$ cat config.mk
export PLATFORM = sky130hd
export DESIGN_NAME = stepper_phase_sequencer
export DESIGN_NICKNAME = d
export VERILOG_FILES = /design/src/rtl/core/sps_pkg.sv /design/src/rtl/core/sps_cmd_queue.sv /design/src/rtl/core/sps_row_drive.sv /design/src/rtl/core/stepper_phase_sequencer.sv
export SDC_FILE = /design/constraint.sdc
export NUM_CORES = 1
export LEC_CHECK = 0
export BUFFER_PORTS_ARGS = -buffer_cell sky130_fd_sc_hd__buf_2
export CORE_MARGIN = 3
export CORE_UTILIZATION = 49
export DETAILED_ROUTE_END_ITERATION = 16
export GPL_ROUTABILITY_DRIVEN = 0
export PLACE_DENSITY_LB_ADDON = 0.05
export SLEW_MARGIN = 20
export SYNTH_ARGS = -nofsm -noshare
export SYNTH_HDL_FRONTEND = slang
export SYNTH_SLANG_ARGS = --single-unit
$ cat constraint.sdc
create_clock -name i_clk -period 5.6 [get_ports i_clk]
set_input_delay 0.84 -clock i_clk [delete_from_list [all_inputs] [get_ports i_clk]]
set_output_delay 0.84 -clock i_clk [all_outputs]
set_load 0.01 [all_outputs]
$ cat src/rtl/core/sps_pkg.sv
// shared constants, codes and types of the stepper phase sequencer
`default_nettype none

package sps_pkg;

    // fixed geometry of the pattern table and the coil channels
    localparam int NUM_COLUMNS  = 4;
    localparam int NUM_CHANNELS = 4;
    localparam int MAX_ROWS     = 8;
    localparam int QUEUE_DEPTH  = 8;

    localparam int ROW_W     = 3;
    localparam int LEN_W     = 4;
    localparam int IV_W      = 2;
    localparam int COL_IDX_W = 2;
    localparam int CHAN_W    = 2;
    localparam int STEP_W    = 16;
    localparam int LEVEL_W   = 13;

    // drive levels and the endless spin move
    localparam logic [LEVEL_W-1:0] FULL_LEVEL = LEVEL_W'(4096);
    localparam logic [STEP_W-1:0]  SPIN_STEPS = STEP_W'(999);

    // opcodes carried in tuser
    localparam logic [1:0] OP_TICK = 2'd0;
    localparam logic [1:0] OP_STEP = 2'd1;
    localparam logic [1:0] OP_SPIN = 2'd2;
    localparam logic [1:0] OP_STOP = 2'd3;

    // configuration register indexes
    localparam int CFG_IDX_W  = 3;
    localparam int CFG_DATA_W = 32;
    localparam logic [CFG_IDX_W-1:0] REG_SEQ_LENGTH      = 3'd0;
    localparam logic [CFG_IDX_W-1:0] REG_STEP_INTERVAL   = 3'd1;
    localparam logic [CFG_IDX_W-1:0] REG_PATTERN_TABLE   = 3'd2;
    localparam logic [CFG_IDX_W-1:0] REG_COLUMN_CHANNEL  = 3'd3;
    localparam logic [CFG_IDX_W-1:0] REG_COLUMN_NEGATIVE = 3'd4;
    localparam logic [CFG_IDX_W-1:0] REG_BRIDGE_PRESENT  = 3'd5;
    localparam logic [CFG_IDX_W-1:0] REG_USE_PWM         = 3'd6;
    localparam logic [CFG_IDX_W-1:0] REG_PWM_LEVEL       = 3'd7;

    // stream payload widths
    localparam int IN_TDATA_W  = 24;
    localparam int IN_TUSER_W  = 2;
    localparam int OUT_TDATA_W = 32;

    // output tdata bit positions
    localparam int O_ON_LSB    = 0;
    localparam int O_LEVEL_LSB = 4;
    localparam int O_POS_LSB   = 17;
    localparam int O_NEG_LSB   = 21;
    localparam int O_BUSY_BIT  = 25;
    localparam int O_DROP_BIT  = 26;
    localparam int O_PAD_W     = 5;

    // queue control handed from the sequencer to the command queue
    typedef struct packed {
        logic clear;
        logic load_single;
        logic push;
        logic pop;
    } t_q_ctrl;

endpackage

`default_nettype wire

$ cat src/rtl/core/sps_cmd_queue.sv
// circular queue of pending step commands
`default_nettype none

module sps_cmd_queue #(
    parameter int QUEUE_DEPTH = sps_pkg::QUEUE_DEPTH
) (
    input  wire logic                        i_clk,
    input  wire logic                        i_rst_n,
    input  wire sps_pkg::t_q_ctrl            i_ctrl,
    input  wire logic [sps_pkg::STEP_W-1:0]  i_data,
    output logic      [sps_pkg::STEP_W-1:0]  o_head_data,
    output logic                             o_empty,
    output logic                             o_full,
    output logic                             o_pending_next
);

    localparam int PTR_W = (QUEUE_DEPTH > 1) ? $clog2(QUEUE_DEPTH) : 1;
    localparam int CNT_W = $clog2(QUEUE_DEPTH + 1);

    logic [sps_pkg::STEP_W-1:0] r_mem [QUEUE_DEPTH];
    logic [sps_pkg::STEP_W-1:0] r_head_data;
    logic [PTR_W-1:0] r_head, n_head;
    logic [CNT_W-1:0] r_count, n_count;
    logic [PTR_W:0]   wr_sum, head_inc;
    logic [PTR_W-1:0] wr_idx, head_wrap, waddr;
    logic             we;

    // tail slot and next head with wrap at the depth
    always_comb begin
        wr_sum   = {1'b0, r_head} + (PTR_W+1)'(r_count);
        head_inc = {1'b0, r_head} + (PTR_W+1)'(1);
        if (wr_sum >= (PTR_W+1)'(QUEUE_DEPTH)) begin
            wr_idx = PTR_W'(wr_sum - (PTR_W+1)'(QUEUE_DEPTH));
        end else begin
            wr_idx = wr_sum[PTR_W-1:0];
        end
        if (head_inc >= (PTR_W+1)'(QUEUE_DEPTH)) begin
            head_wrap = '0;
        end else begin
            head_wrap = head_inc[PTR_W-1:0];
        end
    end

    // pointer and count update
    always_comb begin
        n_head  = r_head;
        n_count = r_count;
        we      = 1'b0;
        waddr   = wr_idx;
        priority if (i_ctrl.clear) begin
            n_head  = '0;
            n_count = '0;
        end else if (i_ctrl.load_single) begin
            we      = 1'b1;
            waddr   = '0;
            n_head  = '0;
            n_count = CNT_W'(1);
        end else if (i_ctrl.push) begin
            we      = 1'b1;
            n_count = r_count + CNT_W'(1);
        end else if (i_ctrl.pop) begin
            n_head  = head_wrap;
            n_count = r_count - CNT_W'(1);
        end
    end

    always_ff @(posedge i_clk) begin
        if (!i_rst_n) begin
            r_head  <= '0;
            r_count <= '0;
        end else begin
            r_head  <= n_head;
            r_count <= n_count;
        end
    end

    // entry storage, head entry read at the next head with write bypass
    always_ff @(posedge i_clk) begin
        if (we) begin
            r_mem[waddr] <= i_data;
        end
        if (we && waddr == n_head) begin
            r_head_data <= i_data;
        end else begin
            r_head_data <= r_mem[n_head];
        end
    end

    assign o_head_data    = r_head_data;
    assign o_empty        = (r_count == '0);
    assign o_full         = (r_count >= CNT_W'(QUEUE_DEPTH));
    assign o_pending_next = (n_count != '0);

endmodule

`default_nettype wire

$ cat src/rtl/core/sps_row_drive.sv
// decode of one pattern row into channel drives and bridge pin states
`default_nettype none

module sps_row_drive (
    input  wire logic [sps_pkg::ROW_W-1:0]                      i_row,
    input  wire logic [31:0]                                    i_pattern,
    input  wire logic [sps_pkg::NUM_COLUMNS*sps_pkg::CHAN_W-1:0] i_col_chan,
    input  wire logic [sps_pkg::NUM_COLUMNS-1:0]                i_col_neg,
    input  wire logic [sps_pkg::NUM_CHANNELS-1:0]               i_bridge_present,
    input  wire logic [2*sps_pkg::NUM_CHANNELS-1:0]             i_bridge,
    output logic      [sps_pkg::NUM_CHANNELS-1:0]               o_on,
    output logic      [2*sps_pkg::NUM_CHANNELS-1:0]             o_bridge
);

    logic [sps_pkg::NUM_CHANNELS-1:0] on, pos, neg;
    logic [sps_pkg::CHAN_W-1:0]       ch;

    // columns in order, the last active column on a channel sets its pins
    always_comb begin
        on  = '0;
        pos = i_bridge[sps_pkg::NUM_CHANNELS-1:0];
        neg = i_bridge[2*sps_pkg::NUM_CHANNELS-1:sps_pkg::NUM_CHANNELS];
        ch  = '0;
        for (int c = 0; c < sps_pkg::NUM_COLUMNS; c++) begin
            if (i_pattern[{i_row, sps_pkg::COL_IDX_W'(c)}]) begin
                ch     = i_col_chan[c*sps_pkg::CHAN_W +: sps_pkg::CHAN_W];
                on[ch] = 1'b1;
                if (i_bridge_present[ch]) begin
                    if (i_col_neg[c]) begin
                        pos[ch] = 1'b0;
                        neg[ch] = 1'b1;
                    end else begin
                        pos[ch] = 1'b1;
                        neg[ch] = 1'b0;
                    end
                end
            end
        end
    end

    assign o_on     = on;
    assign o_bridge = {neg, pos};

endmodule

`default_nettype wire

$ cat src/rtl/core/stepper_phase_sequencer.sv
// top level of the stepper phase sequencer: input register, sequencer state, result register
`default_nettype none

// Takes one command transaction per clock (phase tick, queue step, spin, stop)
// and returns exactly one result transaction for each. A command is held in
// the input register, then the whole state update (queue, move, row index,
// bridge pins) is done combinationally on its way into the result register,
// and the sustained rate is one command per cycle while the result side keeps
// taking. The input side stays ready while a result waits, until both the
// input and the result register are full. Each tick drives at most one pattern
// row; a step lasts seq_length (held to 1..8) / step_interval ticks. The user
// is to write configuration through the plain write port while the block is
// idle; the block itself does not enforce it. step_interval writes of 0 or 3 are ignored.
module stepper_phase_sequencer #(
    parameter int QUEUE_DEPTH = sps_pkg::QUEUE_DEPTH
) (
    input  wire logic                              i_clk,
    input  wire logic                              i_rst_n,
    // configuration write port
    input  wire logic                              i_cfg_we,
    input  wire logic [sps_pkg::CFG_IDX_W-1:0]     i_cfg_index,
    input  wire logic [sps_pkg::CFG_DATA_W-1:0]    i_cfg_data,
    // command stream
    input  wire logic                              s_axis_tvalid,
    output logic                                   s_axis_tready,
    // step_count[15:0], spin_reverse[16], zero fill
    input  wire logic [sps_pkg::IN_TDATA_W-1:0]    s_axis_tdata,
    // opcode[1:0]
    input  wire logic [sps_pkg::IN_TUSER_W-1:0]    s_axis_tuser,
    // result stream
    output logic                                   m_axis_tvalid,
    input  wire logic                              m_axis_tready,
    // channel_on[3:0], drive_level[16:4], bridge_pos[20:17], bridge_neg[24:21],
    // busy_res[25], dropped[26], zero fill
    output logic      [sps_pkg::OUT_TDATA_W-1:0]   m_axis_tdata
);

    localparam int NCH = sps_pkg::NUM_CHANNELS;

    // configuration registers
    logic [sps_pkg::LEN_W-1:0]   r_seq_length;
    logic [sps_pkg::IV_W-1:0]    r_step_interval;
    logic [31:0]                 r_pattern_table;
    logic [7:0]                  r_column_channel;
    logic [3:0]                  r_column_negative;
    logic [3:0]                  r_bridge_present;
    logic                        r_use_pwm;
    logic [sps_pkg::LEVEL_W-1:0] r_pwm_level;

    // input register
    logic                        r_in_valid;
    logic [1:0]                  r_in_op;
    logic [sps_pkg::STEP_W-1:0]  r_in_count;
    logic                        r_in_rev;

    // sequencer state
    logic [sps_pkg::ROW_W-1:0]   r_row, n_row;
    logic                        r_rev, n_rev;
    logic [sps_pkg::STEP_W-1:0]  r_steps, n_steps;
    logic [sps_pkg::LEN_W-1:0]   r_phases, n_phases;
    logic                        r_active, n_active;
    logic                        r_spin, n_spin;
    logic [2*NCH-1:0]            r_bridge, n_bridge;

    // result register
    logic                        r_out_valid;
    logic [NCH-1:0]              r_out_on, n_out_on;
    logic [sps_pkg::LEVEL_W-1:0] r_out_level, n_out_level;
    logic [2*NCH-1:0]            r_out_bridge;
    logic                        r_out_busy, n_out_busy;
    logic                        r_out_drop, n_out_drop;

    logic                        in_fire, fire;
    logic [sps_pkg::LEN_W-1:0]   len_eff, nps, iv4, a_phases, ph_dec;
    logic                        start, cmd_neg, a_rev, a_active;
    logic [sps_pkg::STEP_W-1:0]  a_steps, cmd, steps_dec;
    logic [sps_pkg::LEN_W-1:0]   row_fwd, row_ext;
    logic [sps_pkg::ROW_W-1:0]   row_adv;
    logic [sps_pkg::LEVEL_W-1:0] level_eff;

    sps_pkg::t_q_ctrl            q_ctrl;
    logic [sps_pkg::STEP_W-1:0]  q_wdata, q_head;
    logic                        q_empty, q_full, q_pending_next;
    logic [NCH-1:0]              drv_on;
    logic [2*NCH-1:0]            drv_bridge;

    assign fire          = r_in_valid && (!r_out_valid || m_axis_tready);
    assign s_axis_tready = !r_in_valid || fire;
    assign in_fire       = s_axis_tvalid && s_axis_tready;

    // configuration writes
    always_ff @(posedge i_clk) begin
        if (!i_rst_n) begin
            r_seq_length      <= sps_pkg::LEN_W'(4);
            r_step_interval   <= sps_pkg::IV_W'(1);
            r_pattern_table   <= '0;
            r_column_channel  <= 8'd228;
            r_column_negative <= '0;
            r_bridge_present  <= '0;
            r_use_pwm         <= 1'b0;
            r_pwm_level       <= sps_pkg::FULL_LEVEL;
        end else if (i_cfg_we) begin
            unique case (i_cfg_index)
                sps_pkg::REG_SEQ_LENGTH: begin
                    r_seq_length <= i_cfg_data[sps_pkg::LEN_W-1:0];
                end
                sps_pkg::REG_STEP_INTERVAL: begin
                    if (i_cfg_data[1:0] == 2'd1 || i_cfg_data[1:0] == 2'd2) begin
                        r_step_interval <= i_cfg_data[sps_pkg::IV_W-1:0];
                    end
                end
                sps_pkg::REG_PATTERN_TABLE: begin
                    r_pattern_table <= i_cfg_data[31:0];
                end
                sps_pkg::REG_COLUMN_CHANNEL: begin
                    r_column_channel <= i_cfg_data[7:0];
                end
                sps_pkg::REG_COLUMN_NEGATIVE: begin
                    r_column_negative <= i_cfg_data[3:0];
                end
                sps_pkg::REG_BRIDGE_PRESENT: begin
                    r_bridge_present <= i_cfg_data[3:0];
                end
                sps_pkg::REG_USE_PWM: begin
                    r_use_pwm <= i_cfg_data[0];
                end
                sps_pkg::REG_PWM_LEVEL: begin
                    r_pwm_level <= i_cfg_data[sps_pkg::LEVEL_W-1:0];
                end
                default: begin
                end
            endcase
        end
    end

    // input register
    always_ff @(posedge i_clk) begin
        if (!i_rst_n) begin
            r_in_valid <= 1'b0;
        end else if (in_fire) begin
            r_in_valid <= 1'b1;
        end else if (fire) begin
            r_in_valid <= 1'b0;
        end
    end

    always_ff @(posedge i_clk) begin
        if (in_fire) begin
            r_in_op    <= s_axis_tuser[1:0];
            r_in_count <= s_axis_tdata[sps_pkg::STEP_W-1:0];
            r_in_rev   <= s_axis_tdata[sps_pkg::STEP_W];
        end
    end

    // effective length, phases per step and drive level
    always_comb begin
        if (r_seq_length == '0) begin
            len_eff = sps_pkg::LEN_W'(1);
        end else if (r_seq_length > sps_pkg::LEN_W'(sps_pkg::MAX_ROWS)) begin
            len_eff = sps_pkg::LEN_W'(sps_pkg::MAX_ROWS);
        end else begin
            len_eff = r_seq_length;
        end
        iv4 = sps_pkg::LEN_W'(r_step_interval);
        nps = (r_step_interval == sps_pkg::IV_W'(2)) ? (len_eff >> 1) : len_eff;
        if (r_use_pwm) begin
            level_eff = (r_pwm_level > sps_pkg::FULL_LEVEL) ? sps_pkg::FULL_LEVEL
                                                            : r_pwm_level;
        end else begin
            level_eff = sps_pkg::FULL_LEVEL;
        end
    end

    // row index advance in the move direction
    always_comb begin
        row_ext = {1'b0, r_row};
        row_fwd = row_ext + iv4;
        if (!a_rev) begin
            row_adv = (row_fwd >= len_eff) ? '0 : row_fwd[sps_pkg::ROW_W-1:0];
        end else if (row_ext < iv4 || (row_ext - iv4) >= len_eff) begin
            row_adv = (len_eff >= iv4) ? sps_pkg::ROW_W'(len_eff - iv4) : '0;
        end else begin
            row_adv = sps_pkg::ROW_W'(row_ext - iv4);
        end
    end

    // start of the oldest queued command on a tick
    always_comb begin
        cmd     = q_head;
        cmd_neg = cmd[sps_pkg::STEP_W-1];
        start   = (r_in_op == sps_pkg::OP_TICK) && !r_active && !q_empty;
        if (start) begin
            a_rev    = cmd_neg || (cmd == '0);
            a_steps  = cmd_neg ? (sps_pkg::STEP_W'(0) - cmd) : cmd;
            a_phases = nps;
            a_active = (a_steps != '0);
        end else begin
            a_rev    = r_rev;
            a_steps  = r_steps;
            a_phases = r_phases;
            a_active = r_active;
        end
        ph_dec    = a_phases - sps_pkg::LEN_W'(1);
        steps_dec = a_steps - sps_pkg::STEP_W'(1);
    end

    // next state and result of one command
    always_comb begin
        n_row       = r_row;
        n_rev       = r_rev;
        n_steps     = r_steps;
        n_phases    = r_phases;
        n_active    = r_active;
        n_spin      = r_spin;
        n_bridge    = r_bridge;
        n_out_on    = '0;
        n_out_level = '0;
        n_out_drop  = 1'b0;
        q_ctrl      = '0;
        q_wdata     = r_in_count;
        unique case (r_in_op)
            sps_pkg::OP_TICK: begin
                q_ctrl.pop = start;
                n_rev      = a_rev;
                n_steps    = a_steps;
                n_phases   = a_phases;
                n_active   = a_active;
                if (a_active) begin
                    if (a_phases == '0) begin
                        if (!r_spin) begin
                            n_active = 1'b0;
                            n_steps  = '0;
                        end
                    end else begin
                        n_out_on    = drv_on;
                        n_out_level = level_eff;
                        n_bridge    = drv_bridge;
                        n_row       = row_adv;
                        n_phases    = ph_dec;
                        if (ph_dec == '0) begin
                            if (!r_spin) begin
                                n_steps = steps_dec;
                                if (steps_dec == '0) begin
                                    n_active = 1'b0;
                                end
                            end
                            n_phases = nps;
                        end
                    end
                end
            end
            sps_pkg::OP_STEP: begin
                if (r_spin || q_full) begin
                    n_out_drop = 1'b1;
                end else begin
                    q_ctrl.push = 1'b1;
                end
            end
            sps_pkg::OP_SPIN: begin
                q_ctrl.load_single = 1'b1;
                q_wdata  = r_in_rev ? (sps_pkg::STEP_W'(0) - sps_pkg::SPIN_STEPS)
                                    : sps_pkg::SPIN_STEPS;
                n_active = 1'b0;
                n_steps  = '0;
                n_phases = '0;
                n_spin   = 1'b1;
            end
            sps_pkg::OP_STOP: begin
                q_ctrl.clear = 1'b1;
                n_active     = 1'b0;
                n_steps      = '0;
                n_phases     = '0;
                n_spin       = 1'b0;
            end
            default: begin
            end
        endcase
        if (!fire) begin
            q_ctrl = '0;
        end
        n_out_busy = n_active || n_spin || q_pending_next;
    end

    sps_cmd_queue #(
        .QUEUE_DEPTH (QUEUE_DEPTH)
    ) u_queue (
        .i_clk          (i_clk),
        .i_rst_n        (i_rst_n),
        .i_ctrl         (q_ctrl),
        .i_data         (q_wdata),
        .o_head_data    (q_head),
        .o_empty        (q_empty),
        .o_full         (q_full),
        .o_pending_next (q_pending_next)
    );

    sps_row_drive u_drive (
        .i_row            (r_row),
        .i_pattern        (r_pattern_table),
        .i_col_chan       (r_column_channel),
        .i_col_neg        (r_column_negative),
        .i_bridge_present (r_bridge_present),
        .i_bridge         (r_bridge),
        .o_on             (drv_on),
        .o_bridge         (drv_bridge)
    );

    // sequencer state update
    always_ff @(posedge i_clk) begin
        if (!i_rst_n) begin
            r_row    <= '0;
            r_rev    <= 1'b0;
            r_steps  <= '0;
            r_phases <= '0;
            r_active <= 1'b0;
            r_spin   <= 1'b0;
            r_bridge <= '0;
        end else if (fire) begin
            r_row    <= n_row;
            r_rev    <= n_rev;
            r_steps  <= n_steps;
            r_phases <= n_phases;
            r_active <= n_active;
            r_spin   <= n_spin;
            r_bridge <= n_bridge;
        end
    end

    // result register
    always_ff @(posedge i_clk) begin
        if (!i_rst_n) begin
            r_out_valid <= 1'b0;
        end else if (fire) begin
            r_out_valid <= 1'b1;
        end else if (m_axis_tready) begin
            r_out_valid <= 1'b0;
        end
    end

    always_ff @(posedge i_clk) begin
        if (fire) begin
            r_out_on     <= n_out_on;
            r_out_level  <= n_out_level;
            r_out_bridge <= n_bridge;
            r_out_busy   <= n_out_busy;
            r_out_drop   <= n_out_drop;
        end
    end

    assign m_axis_tvalid = r_out_valid;
    assign m_axis_tdata  = {{sps_pkg::O_PAD_W{1'b0}}, r_out_drop, r_out_busy,
                            r_out_bridge[2*NCH-1:NCH], r_out_bridge[NCH-1:0],
                            r_out_level, r_out_on};

endmodule

`default_nettype wire

==> run_results.csv, run 1 <==
group,metric,value,unit
worst_setup_path,worstPathRequired,6.09,ns
drt,dr.pass1.iters,6,
synth,yosysWarnings,0,
floorplanning,io_pins,100,
timing,setup_viol,0,
cells_and_area,fill_cells,2411,
timing,clock.fmax,192,MHz
cts,cts_resized,0,
pwr,p_sw_share,23.2,%
cts,clkLatencyLatePin,0.57,ns
cts,cts_root_buf,"clkbuf_16",
pwr,power_leakage,5.76,nW
worst_setup_path,crit_path_end_kind,"register",
cells_and_area,register_area,7510,sq um
drt,route.antenna.remaining_nets,0,
synth,synthFlopType,"edfxtp_1",
cells_and_area,drive_gt1_share,17.5,%
synth,ys_types,90,
cts,cts-htree-levels,1,
grt,grt_max_degree,82,
synth,synth.avg_cell_area,11.0,sq um
place,port-buffer-count,87,
worst_setup_path,critPathArrivalTime,5.71,ns
synth,ys_ff_latch,288,
cts,cts_setup_buffers,0,
pwr,switching_power,1.04,mW
pwr,seq_power_share,51.6,%
grt,met1_usage,35.0,%
run_status,status,"finished clean",
grt,grt_use_met2,31.5,%
drt,post-route-drc-count,0,
grt,antenna_found_initial,0,
cts,cts_hold_buf,0,
worst_setup_path,cp-endpoint,"r_steps[4]",
pwr,comb_power_share,6.1,%
pwr,power_density,279,nW/um^2
cts,clkTransAtPathRegs,0.06,ns
pwr,clockPowerShare,42.3,%
grt,overflow,0,
synth,synth_cells,1298,
timing,period_share,93.1,%
worst_setup_path,r2r_end,"r_steps[4]",
worst_setup_path,path_class,"reg -> reg",
place,dp_hpwl,23800,um
synth,yosysSeqAreaShare,52.6,%
timing,relSlewSlack,29.0,%
synth,async_reset_ff_share,0,%
hold_path,holdCritPathClass,"in -> reg",
timing,hold_violations,0,
run,drv_cap,0,
synth,synth_edf_count,174,
drt,wirelength,34300,um
cells_and_area,diodes,0,
timing,finalCriticalPeriod,5.22,ns
grt,grt_pass1_wl,54000,um
cells_and_area,multiInputGateArea,6340,sq um
grt,grt_pass1_vias,9489,
cts,cts.path.max_buffers,3,
pwr,peakVddDrop,260,uV
floorplanning,row_count,61,
cells_and_area,area_growth,12.3,%
cts,cts_sinks,288,
floorplanning,die_y,177,um
timing,fin_hold_ws,0.442,ns
worst_setup_path,r2r_cells,13,
timing,rsz0062_at_grt,"no",
grt,track_usage,21.8,%
timing,tns,0,ns
floorplanning,fp.dieArea,31200,sq um
drt,wl_per_cell,19.3,um
floorplanning,die_w,177,um
drt,vias_per_cell,5.81,
floorplanning,start_util,50.5,%
floorplanning,core,28200,sq um
pwr,p_int,3.44,mW
cts,cts_tree,"yes",
cts,cts_made_buffers,31,
worst_setup_path,cp-start-kind,"register",
timing,maxSlewViolCount,0,
synth,syn_area,14300,sq um
timing,tightest_slew,1.06,ns
grt,use_met3,3.32,%
drt,drt_iter0_markers,964,
worst_setup_path,critPathMaxFanout,19,
worst_setup_path,r2r_slack,0.38,ns
grt,busiest_layer,"met1",
timing,fin_skew,0.00690,ns
cells_and_area,final_nets,1470,
drt,num_vias,10300,
sequential cells by signal (all words and copies together), names as in the netlist, 3 cells and up, named ones only:
name	flops
r_out_bridge	8
r_column_negative	4
u_queue.r_mem	128
r_bridge_present	4
u_queue.r_count	4
r_pattern_table	32
r_steps	16
r_row	3
u_queue.r_head	3
r_in_count	16
r_column_channel	8
r_seq_length	4
r_pwm_level	13
r_bridge	8
r_out_level	13
r_out_on	4
r_phases	4
cell usage after synthesis, types with 7 or more instances:
library cell | n | area, sq um
nor2_1 | 97 | 364
inv_1 | 22 | 82.6
a31oi_1 | 8 | 50.1
a22oi_1 | 7 | 52.6
and3_1 | 11 | 68.8
mux2i_1 | 55 | 551
o22ai_1 | 7 | 43.8
nor3b_1 | 7 | 52.6
nand2b_1 | 15 | 93.8
and2_1 | 30 | 188
nor4_1 | 16 | 100
ha_1 | 25 | 313
buf_4 | 10 | 75.1
a211oi_1 | 11 | 82.6
dfxtp_1 | 114 | 2280
o21ai_0 | 31 | 155
nor2b_1 | 12 | 75.1
buf_2 | 11 | 55.1
mux2i_2 | 7 | 96.3
nor3_1 | 26 | 130
xnor2_1 | 19 | 166
o211ai_1 | 9 | 67.6
mux4_2 | 31 | 698
nand2_1 | 188 | 706
o31ai_1 | 11 | 82.6
or4_1 | 8 | 60.1
clkbuf_1 | 46 | 173
edfxtp_1 | 174 | 5230
o21ai_1 | 11 | 55.1
mux2_2 | 19 | 214
nand3_1 | 32 | 160
a21o_1 | 14 | 105
a21oi_1 | 89 | 445
layer usage:
layer / vias up / routed length (um)
met2: 319 / 14600
li1: 4967 / -
met4: 0 / 583
met3: 46 / 2290
met1: 4990 / 16900
met5: - / 0
layout by cell type (no fill, tap or decap), drive strengths merged, types with 9 or more instances in the layout:
| master | instances |
|---|---|
| a211oi | 12 |
| a21o | 14 |
| a21oi | 89 |
| and2 | 30 |
| and3 | 11 |
| buf | 115 |
| clkbuf | 38 |
| clkinv | 16 |
| dfxtp | 114 |
| edfxtp | 174 |
| ha | 25 |
| inv | 26 |
| mux2 | 20 |
| mux2i | 65 |
| mux4 | 34 |
| nand2 | 188 |
| nand2b | 15 |
| nand3 | 34 |
| nor2 | 97 |
| nor2b | 12 |
| nor3 | 28 |
| nor4 | 16 |
| o211ai | 9 |
| o21ai | 42 |
| o31ai | 11 |
| or4 | 9 |
| xnor2 | 20 |
power groups by stage:
stage	Clock, mW	Combinational (mW)	Sequential (mW)
4_1_cts	1.95	0.270	2.31
6_report	1.89	0.271	2.31
3_3_place_gp	0	0.266	2.35
3_5_place_dp	0	0.269	2.35
2_1_floorplan	0	0.174	2.35
5_1_grt	2.03	0.300	2.31
worst min path at each step:
stage,start,endpoint,cells after the start
2_1_floorplan,r_steps[12],r_steps[12],2
3_3_place_gp,r_steps[1],r_steps[1],2
3_5_place_dp,r_steps[11],r_steps[11],2
4_1_cts,s_axis_tdata[3],r_in_count[3],1
5_1_grt,s_axis_tdata[5],r_in_count[5],1
6_report,s_axis_tdata[3],r_in_count[3],1
final cells by class:
cell class	count	share of cell area, %
Clock inverter	19	0.672
Clock buffer	38	5.20
Multi-Input combinational cell	914	39.6
Sequential cell	288	46.9
Inverter	25	0.586
Timing Repair Buffer	115	4.11
Tap cell	378	2.95
per-stage QoR:
step / std cells / setup slack, ns / utilization (%) / instance area [sq um] / power, mW
2_1_floorplan: 1302 / 1.00 / - / 14300 / 2.53
3_3_place_gp: 1720 / 0.449 / 53.4 / 15100 / 2.62
3_5_place_dp: 1720 / 0.443 / 53.4 / 15100 / 2.62
4_1_cts: 1777 / 0.388 / 56.7 / 16000 / 4.52
5_1_grt: 1777 / 0.0724 / 56.7 / 16000 / 4.64
6_report: 1777 / 0.384 / 56.7 / 16000 / 4.47
worst max-delay path, stage by stage, from the launching register on:
cell and delay [ns]:
dfxtp_1 0.56, buf_4 0.38, mux4_1 0.64, mux2i_2 0.47, nand3_2 0.33, o32ai_1 0.38
a21oi_1 0.10, a2111oi_0 0.40, nand4b_1 0.18, o32ai_2 0.58, buf_4 0.26, o21ai_1 0.33
a311o_1 0.45, o211ai_1 0.08
cells by family (layout without fill, tap and decap cells):
family	after synthesis	after routing	synth area share, %
simple gates	480	480	16.1
flops	288	288	52.6
compound gates	258	258	11.9
mux	119	119	12.0
buf+inv	100	197	3.17
fa+ha+maj	29	29	2.75
xor+xnor	23	23	1.46
other cells	1	5	0.0263
No activity file was read; power rests on OpenSTA's default activity.
==> run 2: changes to the inputs <==
--- a/config.mk
+++ b/config.mk
@@ -5,8 +5,9 @@
 export SDC_FILE = /design/constraint.sdc
 export NUM_CORES = 1
 export LEC_CHECK = 0
+export ABC_AREA = 1
 export BUFFER_PORTS_ARGS = -buffer_cell sky130_fd_sc_hd__buf_2
-export CORE_MARGIN = 3
+export CORE_MARGIN = 2
 export CORE_UTILIZATION = 49
 export DETAILED_ROUTE_END_ITERATION = 16
 export GPL_ROUTABILITY_DRIVEN = 0
==> run 2 against run 1 <==
Compared with the run above: sequential cell count unchanged; synthesized cell count increased by 42%; via count up 18%; cell area increased by 2.6%.
==> run_results.csv, run 2 <==
group,metric,value,unit
run_status,status,"finished clean",
grt,overflow,0,
drt,dr.pass1.iters,5,
timing,rsz0062_at_grt,"no",
synth,synth.avg_cell_area,8.02,sq um
drt,wl_per_cell,15.6,um
drt,route.antenna.remaining_nets,0,
synth,yosysSeqAreaShare,50.9,%
place,placed_cell_area,15400,sq um
worst_setup_path,cp-start-kind,"register",
cts,cts_hold_buf,0,
synth,ys_types,50,
floorplanning,die_w,178,um
worst_setup_path,worstPathRequired,5.83,ns
timing,relSlewSlack,40.3,%
pwr,p_int,3.59,mW
cts,cts_made_buffers,34,
synth,synthFlopType,"edfxtp_1",
timing,hold_violations,0,
floorplanning,die_y,178,um
grt,grt_max_degree,73,
synth,yosysWarnings,0,
synth,netlist_top_cells_count,"487 x nand2_1, 230 x nor2_1, 210 x inv_1",
cts,cts-htree-levels,2,
timing,setup_viol,0,
cells_and_area,largest_reg_flops,128,
cells_and_area,diodes,0,
synth,synth_top_area_share,35.4,%
cells_and_area,most-common-layout-cells,"487 x nand2_1, 230 x nor2_1, 210 x inv_1, 174 x edfxtp_1, 141 x nand3_1",
worst_setup_path,path_class,"reg -> reg",
cells_and_area,top_register,"u_queue.r_mem",
pwr,switching_power,1.14,mW
cells_and_area,final_nets,2004,
timing,tns,0,ns
pwr,peakVddDrop,197,uV
floorplanning,core,29600,sq um
timing,fin_hold_ws,0.460,ns
drt,post-route-drc-count,0,
synth,synth_most_common_cell,"nand2_1",
floorplanning,row_count,63,
timing,maxSlewViolCount,0,
timing,postLayoutSetupSlackWorst,1.28,ns
drt,drt_iter0_markers,895,
pwr,power_leakage,7.19,nW
pwr,p_sw_share,24.1,%
worst_setup_path,crit_path_end_kind,"register",
cts,cts_root_buf,"clkbuf_16",
worst_setup_path,critPathMaxFanout,35,
cells_and_area,register_area,7510,sq um
synth,synth_edf_count,174,
place,place_ws,1.39,ns
run,drv_cap,0,
place,dpl.cell_count,2263,
hold_path,holdCritPathClass,"reg -> reg",
synth,synth_area_leaders,"edfxtp_1 35%, dfxtp_1 15%, nand2_1 12%, nor2_1 5.8%, inv_1 5.3%",
grt,grt_pass1_vias,11600,
cells_and_area,area_growth,11.3,%
synth,async_reset_ff_share,0,%
timing,clock.fmax,231,MHz
synth,ys_ff_latch,288,
cts,clkLatencyLatePin,0.52,ns
grt,grt_pass1_wl,58800,um
cells_and_area,finalNonFillerCells,2322,
synth,synth_cells,1840,
cts,cts_tree,"yes",
cts,cts_sinks,288,
cts,clkTransAtPathRegs,0.05,ns
worst_setup_path,critPathArrivalTime,4.54,ns
timing,tightest_slew,0.895,ns
pwr,power_density,288,nW/um^2
drt,wirelength,36300,um
cts,cts_resized,0,
timing,finalCriticalPeriod,4.32,ns
pwr,clockPowerShare,42.4,%
grt,track_usage,23.5,%
floorplanning,fp.dieArea,31500,sq um
place,dp_hpwl,24600,um
drt,num_vias,12100,
cts,cts_setup_buffers,0,
cells_and_area,multiInputGateArea,6040,sq um
grt,antenna_found_initial,0,
pwr,seq_power_share,49.0,%
cells_and_area,drive_gt1_share,10.8,%
synth,yosysTopAreaCell,"edfxtp_1",
cts,cts.path.max_buffers,3,
cells_and_area,design_area,16400,sq um
place,port-buffer-count,87,
timing,fin_skew,0.0291,ns
cells_and_area,fill_cells,2723,
cells_and_area,largest_registers,"u_queue.r_mem: 128 flops, r_pattern_table: 32 flops",
floorplanning,start_util,49.8,%
drt,vias_per_cell,5.22,
synth,syn_area,14800,sq um
cells_and_area,final_common_cell,"nand2_1",
floorplanning,io_pins,100,
timing,period_share,77.1,%
pwr,comb_power_share,8.6,%
-- run 2: logic make-up (layout without fill, tap and decap cells) --
group,after synthesis,in the layout,synth area share (%)
AO/OA/AOI/OAI,295,295,11.6
flip-flops,288,288,50.9
XOR/XNOR,5,5,0.297
other,1,5,0.0254
buffers and inverters,291,379,8.31
AND/OR/NAND/NOR,931,931,26.2
adder cells (fa/ha/maj),29,29,2.66
-- run 2: layout make-up --
type	instances	share of cell area, %
clock buffer	47	5.67
clock inverter	12	0.503
inverter	215	4.91
multi-input combinational	1265	36.8
sequential	288	45.7
tap	390	2.97
timing repair buffer	105	3.47
-- run 2: final timing paths --
path	endpoint	depth (start not counted)	from	slack, ns
worst max-delay path	r_out_busy	24	register	1.28
worst min register to register	r_steps[14]	2	r_steps[14]	0.46
worst min-delay path	r_steps[14]	2	r_steps[14]	0.46
worst max register to register	r_out_busy	24	register	1.28
-- run 2: power by group through the flow --
| stage | registers (mW) | logic [mW] | clock network, mW |
|---|---|---|---|
| 2_1_floorplan | 2.36 | 0.284 | 0 |
| 3_3_place_gp | 2.36 | 0.397 | 0 |
| 3_5_place_dp | 2.36 | 0.403 | 0 |
| 4_1_cts | 2.32 | 0.406 | 2.05 |
| 5_1_grt | 2.32 | 0.464 | 2.13 |
| 6_report | 2.32 | 0.405 | 2.00 |
-- run 2: critical path: stages (launching register included) --
cell	delay, ns
dfxtp_2	0.32
inv_2	0.46
buf_4	0.43
nand2_1	0.09
nand3_1	0.10
nand3_1	0.10
nand2_2	0.41
nand2_1	0.13
nand3_1	0.14
nand2_1	0.08
inv_1	0.08
ha_1	0.19
inv_1	0.06
nor2_1	0.10
nand3_1	0.11
nor2_2	0.22
nand2_1	0.11
nor2_1	0.23
nand3_1	0.11
nand2_1	0.09
nand2_1	0.05
nor2_1	0.09
nand3_1	0.12
nand2_1	0.08
nand3b_1	0.09
-- run 2: routing by layer --
| metal | global-route usage [%] | wire length [um] |
|---|---|---|
| met4 | 7.10 | 1040 |
| met2 | 41.6 | 17600 |
| met3 | 3.68 | 1540 |
| met5 | 0 | 0 |
| met1 | 29.6 | 16200 |
-- run 2: stage by stage --
| stage | power [mW] | util (%) |
|---|---|---|
| CTS | 4.77 | 55.4 |
| global route | 4.92 | 55.4 |
| detailed placement | 2.77 | 52.0 |
| floorplan | 2.64 | - |
| finish | 4.73 | 55.4 |
| global placement | 2.76 | 52.0 |
